## config.mk

```make
export PLATFORM = sky130hd
export DESIGN_NAME = sorted_table_insert_delete_search_core_flat
export DESIGN_NICKNAME = d
export VERILOG_FILES = /design/src/hdl/stsc_pkg.sv /design/src/hdl/stsc_if.sv /design/src/hdl/sorted_table_insert_delete_search_core.sv /design/src/hdl/stsc_cell.sv /design/src/flat_wrapper.sv
export SDC_FILE = /design/constraint.sdc
export NUM_CORES = 1
export LEC_CHECK = 0
export BUFFER_PORTS_ARGS = -buffer_cell sky130_fd_sc_hd__clkbuf_2
export CAP_MARGIN = 25
export CORE_MARGIN = 5
export CORE_UTILIZATION = 50
export CTS_CLUSTER_SIZE = 16
export DETAILED_ROUTE_END_ITERATION = 7
export PLACE_DENSITY = 0.62
export SETUP_SLACK_MARGIN = 0.4
export SLEW_MARGIN = 20
export SYNTH_ARGS = -nofsm -noshare
export SYNTH_HDL_FRONTEND = slang
export SYNTH_SLANG_ARGS = --single-unit
```

## constraint.sdc

```tcl
create_clock -name i_clk -period 5.1 [get_ports i_clk]
set_clock_uncertainty 0.15 [all_clocks]
set_input_delay 0 -clock i_clk [delete_from_list [all_inputs] [get_ports i_clk]]
set_output_delay 0 -clock i_clk [all_outputs]
set_load 0.01 [all_outputs]
```

## src/hdl/stsc_pkg.sv

```systemverilog
package stsc_pkg;

    localparam int KEY_W   = 6;
    localparam int ACT_W   = 2;
    localparam int STAT_W  = 2;
    localparam int POS_W   = 5;
    localparam int TOTAL_W = 6;

    typedef logic [KEY_W-1:0]  t_key;
    typedef logic [ACT_W-1:0]  t_action;
    typedef logic [STAT_W-1:0] t_status;

    localparam t_action ACT_INSERT = 2'd0;
    localparam t_action ACT_DELETE = 2'd1;
    localparam t_action ACT_SEARCH = 2'd2;

    localparam t_status ST_OK   = 2'd0;
    localparam t_status ST_FULL = 2'd1;
    localparam t_status ST_MISS = 2'd2;

    typedef struct packed {
        logic ins_en;
        logic del_en;
        logic is_ins;
        t_key key;
    } t_cell_cmd;

endpackage

```

## src/hdl/stsc_if.sv

```systemverilog
interface stsc_req_if import stsc_pkg::*; ();
    logic    valid;
    logic    ready;
    t_action action;
    t_key    card_key;

    modport source (output valid, action, card_key, input ready);
    modport sink (input valid, action, card_key, output ready);
endinterface

interface stsc_rsp_if import stsc_pkg::*; ();
    logic                found;
    logic                valid;
    logic                ready;
    t_status             status;
    logic [POS_W-1:0]    position;
    logic [TOTAL_W-1:0]  entry_total;

    modport source (output valid, found, status, position, entry_total, input ready);
    modport sink (input valid, found, status, position, entry_total, output ready);
endinterface

```

## src/hdl/sorted_table_insert_delete_search_core.sv

```systemverilog
// sorted key table: insert, delete and search on an ascending list of keys
//
// i_req carries one beat per operation (action, card_key); o_rsp returns one
// beat per operation (found, status, position, entry_total).
// every stored key sits in its own cell of a chain; each cell compares its key
// with the request; on insert or delete each cell at or past the insert or
// delete point takes the new key or a neighbour's key when the request is taken
// the result is registered: it appears in the output register in the cycle after
// the request beat is accepted
// throughput: one operation per cycle unless the receiver stalls, set by the
// single chain compare-and-shift step and the one-hot position encode behind it
// reset empties the table (count to zero) and drops any pending result; cell
// contents are left as they are and are only read below the count
// a stalled receiver holds the result; i_req.ready then stays low until the
// pending result beat is taken, so no operation is lost or repeated
module sorted_table_insert_delete_search_core import stsc_pkg::*; #(
    parameter int CAPACITY = 32
) (
    input  logic       i_clk,
    input  logic       i_rst_n,
    stsc_req_if.sink   i_req,
    stsc_rsp_if.source o_rsp
);

    localparam int IW = $clog2(CAPACITY);
    localparam int CW = $clog2(CAPACITY + 1);

    logic [CW-1:0]      r_count;
    logic [CW-1:0]      n_count;
    logic               r_oval;
    logic               r_found;
    logic               n_found;
    t_status            r_status;
    t_status            n_status;
    logic [POS_W-1:0]   r_pos;
    logic [POS_W-1:0]   n_pos;
    logic [TOTAL_W-1:0] r_total;

    logic               acc;
    logic               full;
    logic               hit;
    logic [IW-1:0]      pos_bin;
    t_cell_cmd          cmd;

    t_key               cell_key [CAPACITY];
    logic [CAPACITY-1:0] cell_lt;
    logic [CAPACITY-1:0] cell_eq;
    logic [CAPACITY-1:0] cell_mark;

    assign i_req.ready = !r_oval || o_rsp.ready;
    assign acc         = i_req.valid && i_req.ready;
    assign full        = (r_count == CW'(CAPACITY));
    assign hit         = |cell_eq;

    assign cmd.key    = i_req.card_key;
    assign cmd.is_ins = (i_req.action == ACT_INSERT);
    assign cmd.ins_en = acc && (i_req.action == ACT_INSERT) && !full;
    assign cmd.del_en = acc && (i_req.action == ACT_DELETE) && hit;

    genvar g;
    generate
        for (g = 0; g < CAPACITY; g++) begin : g_cell
            logic left_lt;
            logic left_eq;
            t_key left_key;
            t_key right_key;
            if (g == 0) begin : g_first
                assign left_lt  = 1'b1;
                assign left_eq  = 1'b0;
                assign left_key = '0;
            end else begin : g_mid
                assign left_lt  = cell_lt[g-1];
                assign left_eq  = cell_eq[g-1];
                assign left_key = cell_key[g-1];
            end
            if (g == CAPACITY - 1) begin : g_last
                assign right_key = cell_key[g];
            end else begin : g_inner
                assign right_key = cell_key[g+1];
            end
            stsc_cell u_cell (
                .i_clk       (i_clk),
                .i_cmd       (cmd),
                .i_valid     (r_count > CW'(g)),
                .i_left_lt   (left_lt),
                .i_left_eq   (left_eq),
                .i_left_key  (left_key),
                .i_right_key (right_key),
                .o_key       (cell_key[g]),
                .o_lt        (cell_lt[g]),
                .o_eq        (cell_eq[g]),
                .o_mark      (cell_mark[g])
            );
        end
    endgenerate

    always_comb begin
        pos_bin = '0;
        for (int i = 0; i < CAPACITY; i++) begin
            if (cell_mark[i]) begin
                pos_bin = pos_bin | IW'(i);
            end
        end
    end

    always_comb begin
        n_count  = r_count;
        n_found  = 1'b0;
        n_status = ST_OK;
        n_pos    = '0;
        case (i_req.action)
            ACT_INSERT: begin
                if (full) begin
                    n_status = ST_FULL;
                end else begin
                    n_pos   = POS_W'(pos_bin);
                    n_count = r_count + CW'(1);
                end
            end
            ACT_DELETE: begin
                if (hit) begin
                    n_found = 1'b1;
                    n_pos   = POS_W'(pos_bin);
                    n_count = r_count - CW'(1);
                end else begin
                    n_status = ST_MISS;
                end
            end
            ACT_SEARCH: begin
                if (hit) begin
                    n_found = 1'b1;
                    n_pos   = POS_W'(pos_bin);
                end else begin
                    n_status = ST_MISS;
                end
            end
            default: begin
                n_count = r_count;
            end
        endcase
    end

    always_ff @(posedge i_clk) begin
        if (!i_rst_n) begin
            r_count <= '0;
            r_oval  <= 1'b0;
        end else begin
            if (acc) begin
                r_count <= n_count;
                r_oval  <= 1'b1;
            end else if (o_rsp.ready) begin
                r_oval  <= 1'b0;
            end
        end
        if (acc) begin
            r_found  <= n_found;
            r_status <= n_status;
            r_pos    <= n_pos;
            r_total  <= TOTAL_W'(n_count);
        end
    end

    assign o_rsp.valid       = r_oval;
    assign o_rsp.found       = r_found;
    assign o_rsp.status      = r_status;
    assign o_rsp.position    = r_pos;
    assign o_rsp.entry_total = r_total;

    a_count_bound: assert property (@(posedge i_clk) disable iff (!i_rst_n)
        r_count <= CW'(CAPACITY))
        else $error("entry count above capacity");

    a_insert_grows: assert property (@(posedge i_clk) disable iff (!i_rst_n)
        cmd.ins_en |=> r_count == $past(r_count) + CW'(1))
        else $error("insert did not grow the table");

    a_delete_shrinks: assert property (@(posedge i_clk) disable iff (!i_rst_n)
        cmd.del_en |=> r_count == $past(r_count) - CW'(1))
        else $error("delete did not shrink the table");

    a_hit_onehot: assert property (@(posedge i_clk) disable iff (!i_rst_n)
        !cmd.is_ins |-> $onehot0(cell_mark))
        else $error("more than one first match in the table");

    a_total_tracks: assert property (@(posedge i_clk) disable iff (!i_rst_n)
        r_oval |-> r_total == TOTAL_W'(r_count))
        else $error("reported total differs from the count");

endmodule

```

## src/hdl/stsc_cell.sv

```systemverilog
module stsc_cell import stsc_pkg::*; (
    input  logic      i_clk,
    input  t_cell_cmd i_cmd,
    input  logic      i_valid,
    input  logic      i_left_lt,
    input  logic      i_left_eq,
    input  t_key      i_left_key,
    input  t_key      i_right_key,
    output t_key      o_key,
    output logic      o_lt,
    output logic      o_eq,
    output logic      o_mark
);

    t_key r_key;
    t_key n_key;
    logic lt;
    logic eq;

    assign lt     = i_valid && (r_key < i_cmd.key);
    assign eq     = i_valid && (r_key == i_cmd.key);
    assign o_lt   = lt;
    assign o_eq   = eq;
    assign o_key  = r_key;
    // boundary of the run for insert, first copy of the key otherwise
    assign o_mark = i_cmd.is_ins ? (!lt && i_left_lt) : (eq && !i_left_eq);

    always_comb begin
        n_key = r_key;
        if (i_cmd.ins_en && !lt) begin
            n_key = i_left_lt ? i_cmd.key : i_left_key;
        end else if (i_cmd.del_en && i_valid && !lt) begin
            n_key = i_right_key;
        end
    end

    always_ff @(posedge i_clk) begin
        r_key <= n_key;
    end

endmodule
```

## src/flat_wrapper.sv

```systemverilog
// flat-port wrapper written by rule: the top's interface ports become plain ports
module sorted_table_insert_delete_search_core_flat import stsc_pkg::*;
#(
    parameter int CAPACITY = 32
)
  (i_clk, i_rst_n, i_req_valid, i_req_action, i_req_card_key, i_req_ready, o_rsp_valid, o_rsp_found, o_rsp_status, o_rsp_position, o_rsp_entry_total, o_rsp_ready);
  stsc_req_if i_req_i ();
  stsc_rsp_if o_rsp_i ();
  input  logic i_clk;
  input  logic i_rst_n;
  input wire logic [$bits(i_req_i.valid)-1:0] i_req_valid;
  input wire logic [$bits(i_req_i.action)-1:0] i_req_action;
  input wire logic [$bits(i_req_i.card_key)-1:0] i_req_card_key;
  output wire logic [$bits(i_req_i.ready)-1:0] i_req_ready;
  output wire logic [$bits(o_rsp_i.valid)-1:0] o_rsp_valid;
  output wire logic [$bits(o_rsp_i.found)-1:0] o_rsp_found;
  output wire logic [$bits(o_rsp_i.status)-1:0] o_rsp_status;
  output wire logic [$bits(o_rsp_i.position)-1:0] o_rsp_position;
  output wire logic [$bits(o_rsp_i.entry_total)-1:0] o_rsp_entry_total;
  input wire logic [$bits(o_rsp_i.ready)-1:0] o_rsp_ready;
  assign i_req_i.valid = i_req_valid;
  assign i_req_i.action = i_req_action;
  assign i_req_i.card_key = i_req_card_key;
  assign i_req_ready = i_req_i.ready;
  assign o_rsp_valid = o_rsp_i.valid;
  assign o_rsp_found = o_rsp_i.found;
  assign o_rsp_status = o_rsp_i.status;
  assign o_rsp_position = o_rsp_i.position;
  assign o_rsp_entry_total = o_rsp_i.entry_total;
  assign o_rsp_i.ready = o_rsp_ready;
  sorted_table_insert_delete_search_core #(.CAPACITY(CAPACITY)) u_core (.i_clk(i_clk), .i_rst_n(i_rst_n), .i_req(i_req_i), .o_rsp(o_rsp_i));
endmodule
```

---- Yosys cells after proc, flatten, opt, wreduce, memory -nomap -nowiden ----
Index checks and enable logic that the tools add are counted.
storage, ports and cells
  bits in registers ....................... 213
  bits of input ports ..................... 12
  output and inout bits ................... 16
  logic and storage cells ................. 680
operators by class
  add/subtract/negate cells ............... 2
  magnitude comparators ................... 64
  equality and inequality tests ........... 37
  muxes and demuxes ....................... 215
  reduce and logical (&&, ||, !) cells .... 324
operator list
  kind                   count
  $mux W6                131
  $logic_and A1 B1 Y1    225
  $eq A6 B6 Y1           32
  $lt A6 B6 Y1           32
  $mux W5                21
  $gt A6 B5 Y1 const B   16
  $logic_not A1 Y1       65
  $reduce_bool A2 Y1     31
  $gt A6 B4 Y1 const B   8
  $mux W1                41
  $mux W4                8
  $reduce_or A32 Y1      1
  $gt A6 B3 Y1 const B   4
  $pmux W5 S3            1
  $gt A6 B1 Y1 const B   2
  $gt A6 B2 Y1 const B   2
  $mux W2                6
  $mux W3                4
  $pmux W6 S2            1
  $add A6 B1 Y6 const B  1
  $eq A6 B6 Y1 const B   1
  $pmux W2 S3            1
  $sub A6 B1 Y6 const B  1
  $ne A3 B1 Y1 const B   1
  6 further kinds        6

---- Longest topological paths before layout ----
Gate-level depths: netlist of run 1.
  depth in word-level cells ............... 39
  gate-level depth with buffers ........... 14
  mapped depth without buffers ............ 10

---- Hierarchy ----
From an unflattened synthesis of run 1, not the netlist that was laid out.
second synthesis, totals
  cells, all modules ...................... 1,827
  area, all modules ....................... 18,517.8 um^2
by module, submodules not included
  module                                    instances  cells an instance  area each (um^2)  seq. area each (um^2)
  stsc_cell at u_core.g_cell[0].u_cell ...  31         50                 521.8             180.2
  sorted_table_insert_delete_search_core    1          228                1,786.7           560.5
  stsc_cell at u_core.g_cell[23].u_cell     1          49                 556.8             180.2

---- Worst setup path after synthesis of run 1 ----
No wires, ideal clock.
  path type ............................... input to register
  start ................................... input i_req_card_key[3]
  end ..................................... register u_core.g_cell[8].u_cell.r_key[0], enable pin
  library setup time ...................... 0.331 ns
  arrival ................................. 3.522 ns
  data required time ...................... 4.619 ns
  slack ................................... 1.097 ns
  stages on the path ...................... 9
  buffers on the path ..................... 2
  path through ............................ inv_1 clkbuf_1 ha_1 a21o_1 a21o_1 a2111oi_2 or2_2 clkbuf_1 o31ai_1
on the way
  word-level cells in the longest chain between the ends .. 7
  elaborated cells on any way between the ends .. 73
  classes of those cells .................. order compare (1); eq/ne (32); reduce/logical (40)
ends and longest elaborated chain
  item                              RTL line                                      RTL
  start, declared                   flat_wrapper.sv:13                            input wire logic [$bits(i_req_i.card_key)-1:0] i_req_card_key;
  $eq A6 B6 Y1                      stsc_cell.sv:21                               assign eq = i_valid && (r_key == i_cmd.key);
  $logic_and A1 B1 Y1               stsc_cell.sv:21
  $reduce_or A32 Y1                 sorted_table_insert_delete_search_core.sv:53  assign hit = |cell_eq;
  $logic_and A1 B1 Y1               sorted_table_insert_delete_search_core.sv:58  assign cmd.del_en = acc && (i_req.action == ACT_DELETE) && hit;
  $logic_and A1 B1 Y1 (2 in a row)  stsc_cell.sv:32                               end else if (i_cmd.del_en && i_valid && !lt) begin
  $reduce_bool A2 Y1 (no line) (*)  --
  end signal, assigned              stsc_cell.sv:38                               r_key <= n_key;
  end, declared                     stsc_cell.sv:15                               t_key r_key;
Every way passes the cells marked *; elsewhere a longest branch is shown, timed or not.
A chain may end at the register's enable or synchronous reset.

---- Final worst setup path of run 1 ----
  start ................................... register u_core.r_count[0]
  end ..................................... register u_core.g_cell[19].u_cell.r_key[3], enable pin
on the way
  word-level cells in the longest chain between the ends .. 7
  elaborated cells on any way between the ends .. 75
  classes of those cells .................. order compare (32); eq/ne (1); reduce/logical (42)
ends and longest elaborated chain
  item                                  RTL line                                       RTL
  start, declared                       sorted_table_insert_delete_search_core.sv:28   logic [CW-1:0] r_count;
  start signal, assigned                sorted_table_insert_delete_search_core.sv:149  r_count <= n_count;
  $gt A6 B5 Y1 (tied with other cells)  sorted_table_insert_delete_search_core.sv:84   .i_valid (r_count > CW'(g)),
  $logic_and A1 B1 Y1                   stsc_cell.sv:21
  $reduce_or A32 Y1                     sorted_table_insert_delete_search_core.sv:53
  $logic_and A1 B1 Y1                   sorted_table_insert_delete_search_core.sv:58
  $logic_and A1 B1 Y1 (2 in a row)      stsc_cell.sv:32
  $reduce_bool A2 Y1 (no line) (*)      --
  end signal, assigned                  stsc_cell.sv:38
  end, declared                         stsc_cell.sv:15
Marks and branches as above.

==> results_dict.tcl, run 1 <==
set metrics [dict create \
    die_h_um 193 \
    vdd_drop_max_mv 0.208 \
    arrival_ns 4.49 \
    numCtsBuffers 26 \
    dieArea_um2 37400 \
    fmax_mhz 228 \
    io_pins 28 \
    grt_pass1_wl_mm 84.2 \
    io_buffers 27 \
    die_w_um 193 \
    yosys_warnings 0 \
    worstMarginPinSlew_ns 1.03 \
    synth_cell_types 78 \
    synth_edf_count 206 \
    grt_pass1_vias 14400 \
    start_util_pct 50.4 \
    ant_nets 0 \
    hold_class "input port to flip-flop" \
    vias_per_cell 6.23 \
    rsz0062_at_grt "no" \
    synthTopCellsByArea "edfxtp_1 (37%), ha_1 (15%), mux2i_1 (7.0%)" \
    worst-r2r-cell-count 11 \
    power.leakage_nw 7.65 \
    clk_latency_ns 0.55 \
    async_reset_ff_share_pct 0 \
    cts_tree "built" \
    outcome "finished, final reports clean" \
    yosysSeqAreaShare_pct 37.6 \
    slew_viol_final 0 \
    grt_max_degree 45 \
    synth_most_common_cell "a21oi_1" \
    cts_root_buf "clkbuf_16" \
    finalHoldViolCount 0 \
    synth-main-ff-cell "edfxtp_1" \
    synth_top_area_share_pct 36.8 \
    insertedDiodeCount 0 \
    antenna_found_initial 1 \
    min_period_ns 4.38 \
    avgSynthCellArea_um2 9.17 \
    area_growth_pct 11.4 \
    drc 0 \
    fin_cells 2345 \
    clockBufferDepth 3 \
    path_clk_slew_ns 0.06 \
    grt_usage_pct 28.1 \
    required_ns 5.21 \
    htree_levels 1 \
    cts_repair_resize_count 0 \
    cpPeakStageDelay_ns 0.79 \
    slew_headroom_pct 31.0 \
    post_route_cells_drive_above_1_share_pct 11.1 \
    synth.cell_area_um2 16800 \
    rows 67 \
    post_cts_buffers 0 \
    end_kind "flip-flop" \
    placedCellCount 2291 \
    timing.final.crit_share_pct 85.9 \
    core_um2 33400 \
    path_cells "inv_1 > ha_1 > o31ai_1 > a21boi_0 > nand4_1 > nor4b_4 > a21oi_2 > nand2_1 > buf_4 > o31ai_1 > buf_4" \
    finalSetupTns_ns 0 \
    gp_congestion 0.978 \
    cap_violations 0 \
    cpMaxStageDelayCell "o31ai_1" \
    cts.sinks 213 \
    grt_overflow 0 \
    min_path_cells 6 \
    cp_max_fo 13 \
    drtPass1Iterations 6 \
    dp_hpwl_mm 40.2 \
    synth_largest_area_cell "edfxtp_1" \
    syn_nets 2046 \
    crit_path_start_kind "flip-flop" \
    wire_per_inst_um 23.3 \
    drt_iter0_markers 1448 \
    power_density_nw_per_um2 238 \
    critPathKind "flip-flop to flip-flop" \
    ys_ff_latch 213 \
    netlist_instances 1834 \
    fin_nets 2093 \
    setup_viol 0 \
    wl_mm 54.6 \
    yosys-top-cells-count "a21oi_1 (230), nor2_1 (227), edfxtp_1 (206), ha_1 (200), nand2_1 (145)" \
    via_count 14600 \
]
## sequential cells by signal, summed over array words and instances (netlist names)
signal,count
u_core.o_rsp.found,1
u_core.o_rsp.valid,1
u_core.o_rsp.status,2
u_core.r_count,6
u_core.o_rsp.entry_total,6
u_core.g_cell.u_cell.o_key,192
u_core.o_rsp.position,5
## layout make-up
class,instances,area [um2]
Clock inverter,10,101
Sequential cell,213,6330
Multi-Input combinational cell,1440,9800
Tap cell,448,561
Fill cell,3075,14600
Timing Repair Buffer,123,958
Clock buffer,34,702
Inverter,77,289
## where the power goes
part / internal (mW) / switching [mW] / leakage (nW)
logic: 0.218 / 0.377 / 5.30
clock network: 1.06 / 0.756 / 0.389
registers: 1.99 / 0.0546 / 1.95
total: 3.26 / 1.19 / 7.65
## per-layer routing
layer	routed length [um]	vias to the layer above	share of wire, %	global-route usage, %
met3	3830	136	7.0	3.93
met4	1740	2	3.2	8.16
met5	17	-	0.031	0
li1	-	6899	-	-
met2	24500	568	45	45.1
met1	24500	6995	45	39.8
## logic make-up (layout without fill, tap and decap cells)
| group | after synthesis | count (layout) | synth area share [%] |
|---|---|---|---|
| xor gates and xnor gates | 1 | 1 | 0.0521 |
| and+or+nand+nor | 587 | 587 | 16.7 |
| DFF | 213 | 213 | 37.6 |
| buffers and inverters | 181 | 244 | 4.39 |
| adders and majority gates | 200 | 200 | 14.9 |
| muxes | 127 | 127 | 7.63 |
| AOI/OAI and AO/OA | 525 | 525 | 18.7 |
## cells in the final DEF, fill, tap and decap left out, types with 25 or more instances in the layout
master	instances
a21oi_1	230
nor2_1	227
edfxtp_1	206
ha_1	199
nand2_1	145
o21ai_0	121
mux2i_1	117
buf_4	81
inv_1	72
a21o_1	44
nand4_1	30
nor3_1	29
nand3_1	27
clkbuf_16	27
clkbuf_2	26
a211oi_1	25
## worst max-delay path: cells and delay by family (launching register included)
| family | cells | cell delay, ns |
|---|---|---|
| compound gates | 4 | 1.51 |
| simple gates | 3 | 0.73 |
| buf+inv | 3 | 0.71 |
| flops | 1 | 0.60 |
| fa+ha+maj | 1 | 0.38 |
## worst paths after layout
check	start	end	slack [ns]
worst max-delay path	u_core.r_count[0]$_SDFFE_PN0P_	u_core.g_cell[19].u_cell.o_key[3]$_DFFE_PP_	0.72
worst min register to register	u_core.g_cell[31].u_cell.o_key[1]$_DFFE_PP_	u_core.g_cell[30].u_cell.o_key[1]$_DFFE_PP_	0.40
worst max register to register	u_core.r_count[0]$_SDFFE_PN0P_	u_core.g_cell[19].u_cell.o_key[3]$_DFFE_PP_	0.72
worst min-delay path	i_req_card_key[4]	u_core.g_cell[27].u_cell.o_key[4]$_DFFE_PP_	0.07
## timing repair
item	in CTS	in global routing
setup endpoints to repair	0	0
hold buffers	8	0
hold endpoints to repair	16	0
## stage by stage
step	instance area, um2	setup slack, ns	hold slack [ns]	utilization (%)	total power [mW]
final	18700	0.721	0.0705	56.2	4.45
after global routing	18700	0.501	0.0820	56.2	4.62
after CTS	18700	0.793	0.0594	56.1	4.46
after detailed placement	17800	0.824	0.0849	53.4	2.65
after global placement	17800	0.813	0.0825	53.4	2.64
after floorplan	16800	1.10	-0.0325	-	2.43
Note: power is estimated with default switching activity, not from simulation.
==> inputs of run 2 (changes only) <==
--- a/config.mk
+++ b/config.mk
@@ -7,7 +7,6 @@
 export LEC_CHECK = 0
 export BUFFER_PORTS_ARGS = -buffer_cell sky130_fd_sc_hd__clkbuf_2
 export CAP_MARGIN = 25
-export CORE_MARGIN = 5
 export CORE_UTILIZATION = 50
 export CTS_CLUSTER_SIZE = 16
 export DETAILED_ROUTE_END_ITERATION = 7
==> run 2 against run 1 <==
- critical path depth decreased by 1
- cell area decreased by 1.6%
- total power decreased by 1.3%
- combinational power decreased by 1%
- register-to-register slack about the same
- sequential power about the same
- non-clock buffer count decreased by 32
- via count decreased by 0.12%
- critical path type unchanged
- largest cell class unchanged
==> results_dict.tcl, run 2 (synthesized netlist as in run 1, its figures left out) <==
set metrics [dict create \
    timing.final.crit_share_pct 85.7 \
    rows 66 \
    vdd_drop_max_mv 0.257 \
    area_growth_pct 9.56 \
    grt_overflow 0 \
    die_w_um 185 \
    via_count 14600 \
    grt_pass1_vias 14100 \
    die_h_um 185 \
    worst-r2r-cell-count 10 \
    swShare_pct 26.5 \
    p_sw_mw 1.16 \
    drc 0 \
    crit_path_start_kind "flip-flop" \
    io_pins 28 \
    grt_max_degree 45 \
    hold_class "input port to flip-flop" \
    fin_nets 2060 \
    end_kind "flip-flop" \
    seq_power_share_pct 46.4 \
    power.leakage_nw 7.45 \
    drt_iter0_markers 1426 \
    crit_start "u_core.r_count[0]$_SDFFE_PN0P_" \
    mostFrequentLayoutCells "a21oi_1 (230), nor2_1 (227), edfxtp_1 (206), ha_1 (199), nand2_1 (145)" \
    fin_cells 2305 \
    rsz0062_at_grt "no" \
    ant_nets 0 \
    cp_max_fo 13 \
    start_util_pct 51.3 \
    post_route_cells_drive_above_1_share_pct 9.55 \
    cts_repair_resize_count 0 \
    gp_congestion 1.01 \
    slew_headroom_pct 27.6 \
    finalSetupTns_ns 0 \
    p_clk_share_pct 40.2 \
    clockBufferDepth 3 \
    finalHoldViolCount 0 \
    largest_reg_flops 192 \
    grt_pass1_wl_mm 83.2 \
    arrival_ns 4.38 \
    reg2reg_slack_ns 0.73 \
    worstMarginPinSlew_ns 1.08 \
    critPathKind "flip-flop to flip-flop" \
    min_period_ns 4.37 \
    required_ns 5.11 \
    cts.sinks 213 \
    placedCellCount 2256 \
    vias_per_cell 6.33 \
    insertedDiodeCount 0 \
    fmax_mhz 229 \
    final_util_pct 56.2 \
    r2r-start "u_core.r_count[0]$_SDFFE_PN0P_" \
    grt_usage_pct 32.3 \
    setup_viol 0 \
    p_int_mw 3.23 \
    htree_levels 1 \
    clk_latency_ns 0.55 \
    io_buffers 27 \
    seq_area_um2 6330 \
    endpoint "u_core.g_cell[7].u_cell.o_key[1]$_DFFE_PP_" \
    final_common_cell "a21oi_1" \
    wire_per_inst_um 23.9 \
    antenna_found_initial 0 \
    regToRegEndpoint "u_core.g_cell[7].u_cell.o_key[1]$_DFFE_PP_" \
    outcome "finished, final reports clean" \
    core_um2 32800 \
    cts_root_buf "clkbuf_16" \
    power_density_nw_per_um2 238 \
    numCtsBuffers 25 \
    cap_violations 0 \
    multiInputGateArea_um2 9800 \
    drtPass1Iterations 5 \
    hold_start "i_req_card_key[5]" \
    dieArea_um2 34400 \
    slew_viol_final 0 \
    dp_hpwl_mm 39.3 \
    nFillCells 3015 \
    path_clk_slew_ns 0.06 \
    finalPower_mw 4.39 \
    power_frac_comb_pct 13.3 \
    wl_mm 55.1 \
    cts_tree "built" \
]
[run 2: cell count changes in the layout (fill, tap and decap cells not counted), moves of 2 or more]
cell	change
clkbuf_16	-2
clkinv_4	-2
dlygate4sd3_1	-2
buf_12	-2
clkbuf_1	-2
buf_4	-27
[run 2: stage by stage]
step	hold slack [ns]	worst slack, ns	area, um2
after CTS	0.0505	0.818	18400
after global routing	0.0992	0.468	18400
after detailed placement	0.112	0.841	17600
after global placement	0.0816	0.915	17600
after floorplan	-0.0325	1.10	16800
final	0.0827	0.729	18400
[run 2: cell type report]
cell class | count | area share (%)
tap | 442 | 3.00
clock inverter | 12 | 0.706
inverter | 77 | 1.57
multi-input combinational | 1440 | 53.2
sequential | 213 | 34.3
timing repair buffer | 91 | 3.69
clock buffer | 30 | 3.50
[run 2: worst min path at each step]
| stage | to | depth (start not counted) |
|---|---|---|
| floorplan | u_core.r_count[5]$_SDFFE_PN0P_ | 1 |
| global placement | u_core.o_rsp.valid$_SDFFE_PN0P_ | 3 |
| detailed placement | u_core.o_rsp.valid$_SDFFE_PN0P_ | 3 |
| CTS | u_core.g_cell[31].u_cell.o_key[0]$_DFFE_PP_ | 4 |
| global route | u_core.g_cell[15].u_cell.o_key[2]$_DFFE_PP_ | 6 |
| finish | u_core.g_cell[18].u_cell.o_key[5]$_DFFE_PP_ | 6 |
[run 2: worst max-delay path: stages (launching register included)]
cell     delay (ns)
dfxtp_1        0.57
inv_1          0.15
ha_1           0.35
nor2_1         0.54
nor3_2         0.16
nor3_1         0.53
or4_4          0.26
nor4b_4        0.06
a21oi_2        0.24
nand2_1        0.23
o21ai_0        0.74
[run 2: per-layer routing]
metal  global-route usage, %  vias to the layer above  share of wire [%]
li1                        -                     6834                  -
met1                    44.0                     6988                 43
met2                    52.3                      639                 45
met3                    5.41                      121                8.4
met4                    9.92                        0                2.8
met5                       0                        -                  0
[run 2: timing repair]
| action | in CTS | in global routing |
|---|---|---|
| hold buffers | 6 | 0 |
| hold endpoints to repair | 8 | 0 |
| setup buffers | 0 | 0 |
[run 2: power groups by stage]
stage                     Clock, mW  Combinational, mW  Sequential [mW]
after floorplan                   0              0.382             2.05
after global placement            0              0.552             2.08
after detailed placement          0              0.569             2.08
after CTS                      1.78              0.576             2.04
after global routing           1.85              0.654             2.04
final                          1.77              0.587             2.04
==> inputs of run 3 (changes only) <==
--- a/config.mk
+++ b/config.mk
@@ -11,6 +11,7 @@
 export CTS_CLUSTER_SIZE = 16
 export DETAILED_ROUTE_END_ITERATION = 7
 export PLACE_DENSITY = 0.62
+export REMOVE_ABC_BUFFERS = 1
 export SETUP_SLACK_MARGIN = 0.4
 export SLEW_MARGIN = 20
 export SYNTH_ARGS = -nofsm -noshare
==> run 3 against run 2 <==
- total power is 1.2% higher
- cell count is 0.30% higher
- cell area is 0.44% higher
- first-iteration DRC count is 4.7% lower
- via count is 1.2% lower
- clock power is 3% higher
- register-to-register slack better by 0.04 ns
- combinational power is 2% lower
- critical path depth is 1 higher
- count of clock-buffer cells in the layout is 3 higher
- non-clock buffer count is 4 higher
- global-route usage is 1.0 points lower
- highest routed layer unchanged
==> results_dict.tcl, run 3 (synthesized netlist as in run 1, its figures left out) <==
set metrics [dict create \
    timing.final.crit_share_pct 84.9 \
    path_clk_slew_ns 0.06 \
    finalSetupTns_ns 0 \
    mostFrequentLayoutCells "a21oi_1 (230), nor2_1 (226), edfxtp_1 (206), ha_1 (199), nand2_1 (144)" \
    insertedDiodeCount 0 \
    wire_per_inst_um 22.9 \
    power.leakage_nw 7.49 \
    gp_congestion 1.01 \
    cts_root_buf "clkbuf_16" \
    slew_headroom_pct 33.8 \
    critPathKind "flip-flop to flip-flop" \
    io_pins 28 \
    via_count 14400 \
    fin_cells 2312 \
    cap_violations 0 \
    fmax_mhz 231 \
    wl_mm 52.9 \
    die_h_um 185 \
    drc 0 \
    rows 66 \
    nFillCells 2923 \
    post_route_cells_drive_above_1_share_pct 9.89 \
    start_util_pct 51.3 \
    setup_viol 0 \
    grt_pass1_wl_mm 81.6 \
    placedCellCount 2260 \
    cp_max_fo 14 \
    dp_hpwl_mm 38.4 \
    reg2reg_slack_ns 0.77 \
    required_ns 5.22 \
    grt_max_degree 65 \
    clockBufferDepth 3 \
    cts.sinks 213 \
    grt_overflow 0 \
    vias_per_cell 6.23 \
    area_growth_pct 10.0 \
    end_kind "flip-flop" \
    vdd_drop_max_mv 0.234 \
    htree_levels 1 \
    fin_nets 2065 \
    crit_path_start_kind "flip-flop" \
    drt_iter0_markers 1359 \
    io_buffers 27 \
    post_cts_buffers 0 \
    min_period_ns 4.33 \
    largest_reg_flops 192 \
    dieArea_um2 34400 \
    ant_nets 0 \
    finalHoldViolCount 0 \
    final_common_cell "a21oi_1" \
    rsz0062_at_grt "no" \
    slew_viol_final 0 \
    grt_usage_pct 31.3 \
    core_um2 32800 \
    cts_tree "built" \
    die_w_um 185 \
    hold_class "input port to flip-flop" \
    drtPass1Iterations 6 \
    clk_latency_ns 0.56 \
    antenna_found_initial 0 \
    worstMarginPinSlew_ns 0.987 \
    grt_pass1_vias 14000 \
    arrival_ns 4.45 \
    outcome "finished, final reports clean" \
    numCtsBuffers 26 \
    power_density_nw_per_um2 240 \
]
run 3: cell count changes in the layout (fill, tap and decap cells not counted), sizes merged, moves of 2 or more:
cell and change:
clkbuf +3, clkinv +2, buf +3, inv -2
run 3: cell type report:
class	instances	area (um2)	area share [%]
multi-input combinational	1440	9800	52.9
sequential	213	6330	34.2
timing repair buffer	95	726	3.92
tap	442	553	2.99
clock buffer	33	698	3.77
inverter	77	289	1.56
clock inverter	12	119	0.642
run 3: worst max-delay path: stages, from the launching register on:
cell	delay [ns]
dfxtp_1	0.61
inv_1	0.16
ha_1	0.35
nor2_2	0.41
a31oi_1	0.24
or3_1	0.52
nor4b_4	0.18
a21oi_2	0.33
nand2_2	0.29
buf_4	0.31
o31ai_1	0.26
buf_4	0.21
run 3: worst paths after layout:
kind,endpoint,start,cells past startpoint
setup / recovery,u_core.g_cell[19].u_cell.o_key[3]$_DFFE_PP_,u_core.r_count[1]$_SDFFE_PN0P_,11
hold / removal,u_core.g_cell[17].u_cell.o_key[4]$_DFFE_PP_,i_req_card_key[4],4
setup reg to reg,u_core.g_cell[19].u_cell.o_key[3]$_DFFE_PP_,u_core.r_count[1]$_SDFFE_PN0P_,11
hold reg to reg,u_core.g_cell[8].u_cell.o_key[0]$_DFFE_PP_,u_core.g_cell[9].u_cell.o_key[0]$_DFFE_PP_,2
run 3: through the flow:
step / utilization [%] / cell area, um2 / worst slack (ns) / power (mW) / hold slack, ns
4_1_cts: 56.4 / 18500 / 0.533 / 4.46 / 0.0466
3_5_place_dp: 53.7 / 17600 / 0.583 / 2.63 / 0.102
3_3_place_gp: 53.7 / 17600 / 0.823 / 2.62 / 0.0838
6_report: 56.5 / 18500 / 0.768 / 4.45 / 0.0770
2_1_floorplan: - / 16400 / -0.00566 / 2.41 / -0.0325
5_1_grt: 56.5 / 18500 / 0.583 / 4.61 / 0.0745
run 3: metal layers:
metal  GRT usage (%)  wire, um
met5               0         0
met4            7.97      1140
met3            3.87      3490
met2            50.4     23800
met1            44.2     24600
run 3: where the power goes:
| part | total (mW) | switching (mW) | internal, mW |
|---|---|---|---|
| Clock | 1.83 | 0.771 | 1.06 |
| Sequential | 2.04 | 0.0529 | 1.99 |
| Combinational | 0.576 | 0.370 | 0.206 |
run 3: what timing repair did:
item,4_1_cts,5_1_grt
endpoints found under the setup margin,0,72
endpoints found under the hold margin,10,0
hold buffers,7,0
gates resized for setup,0,2
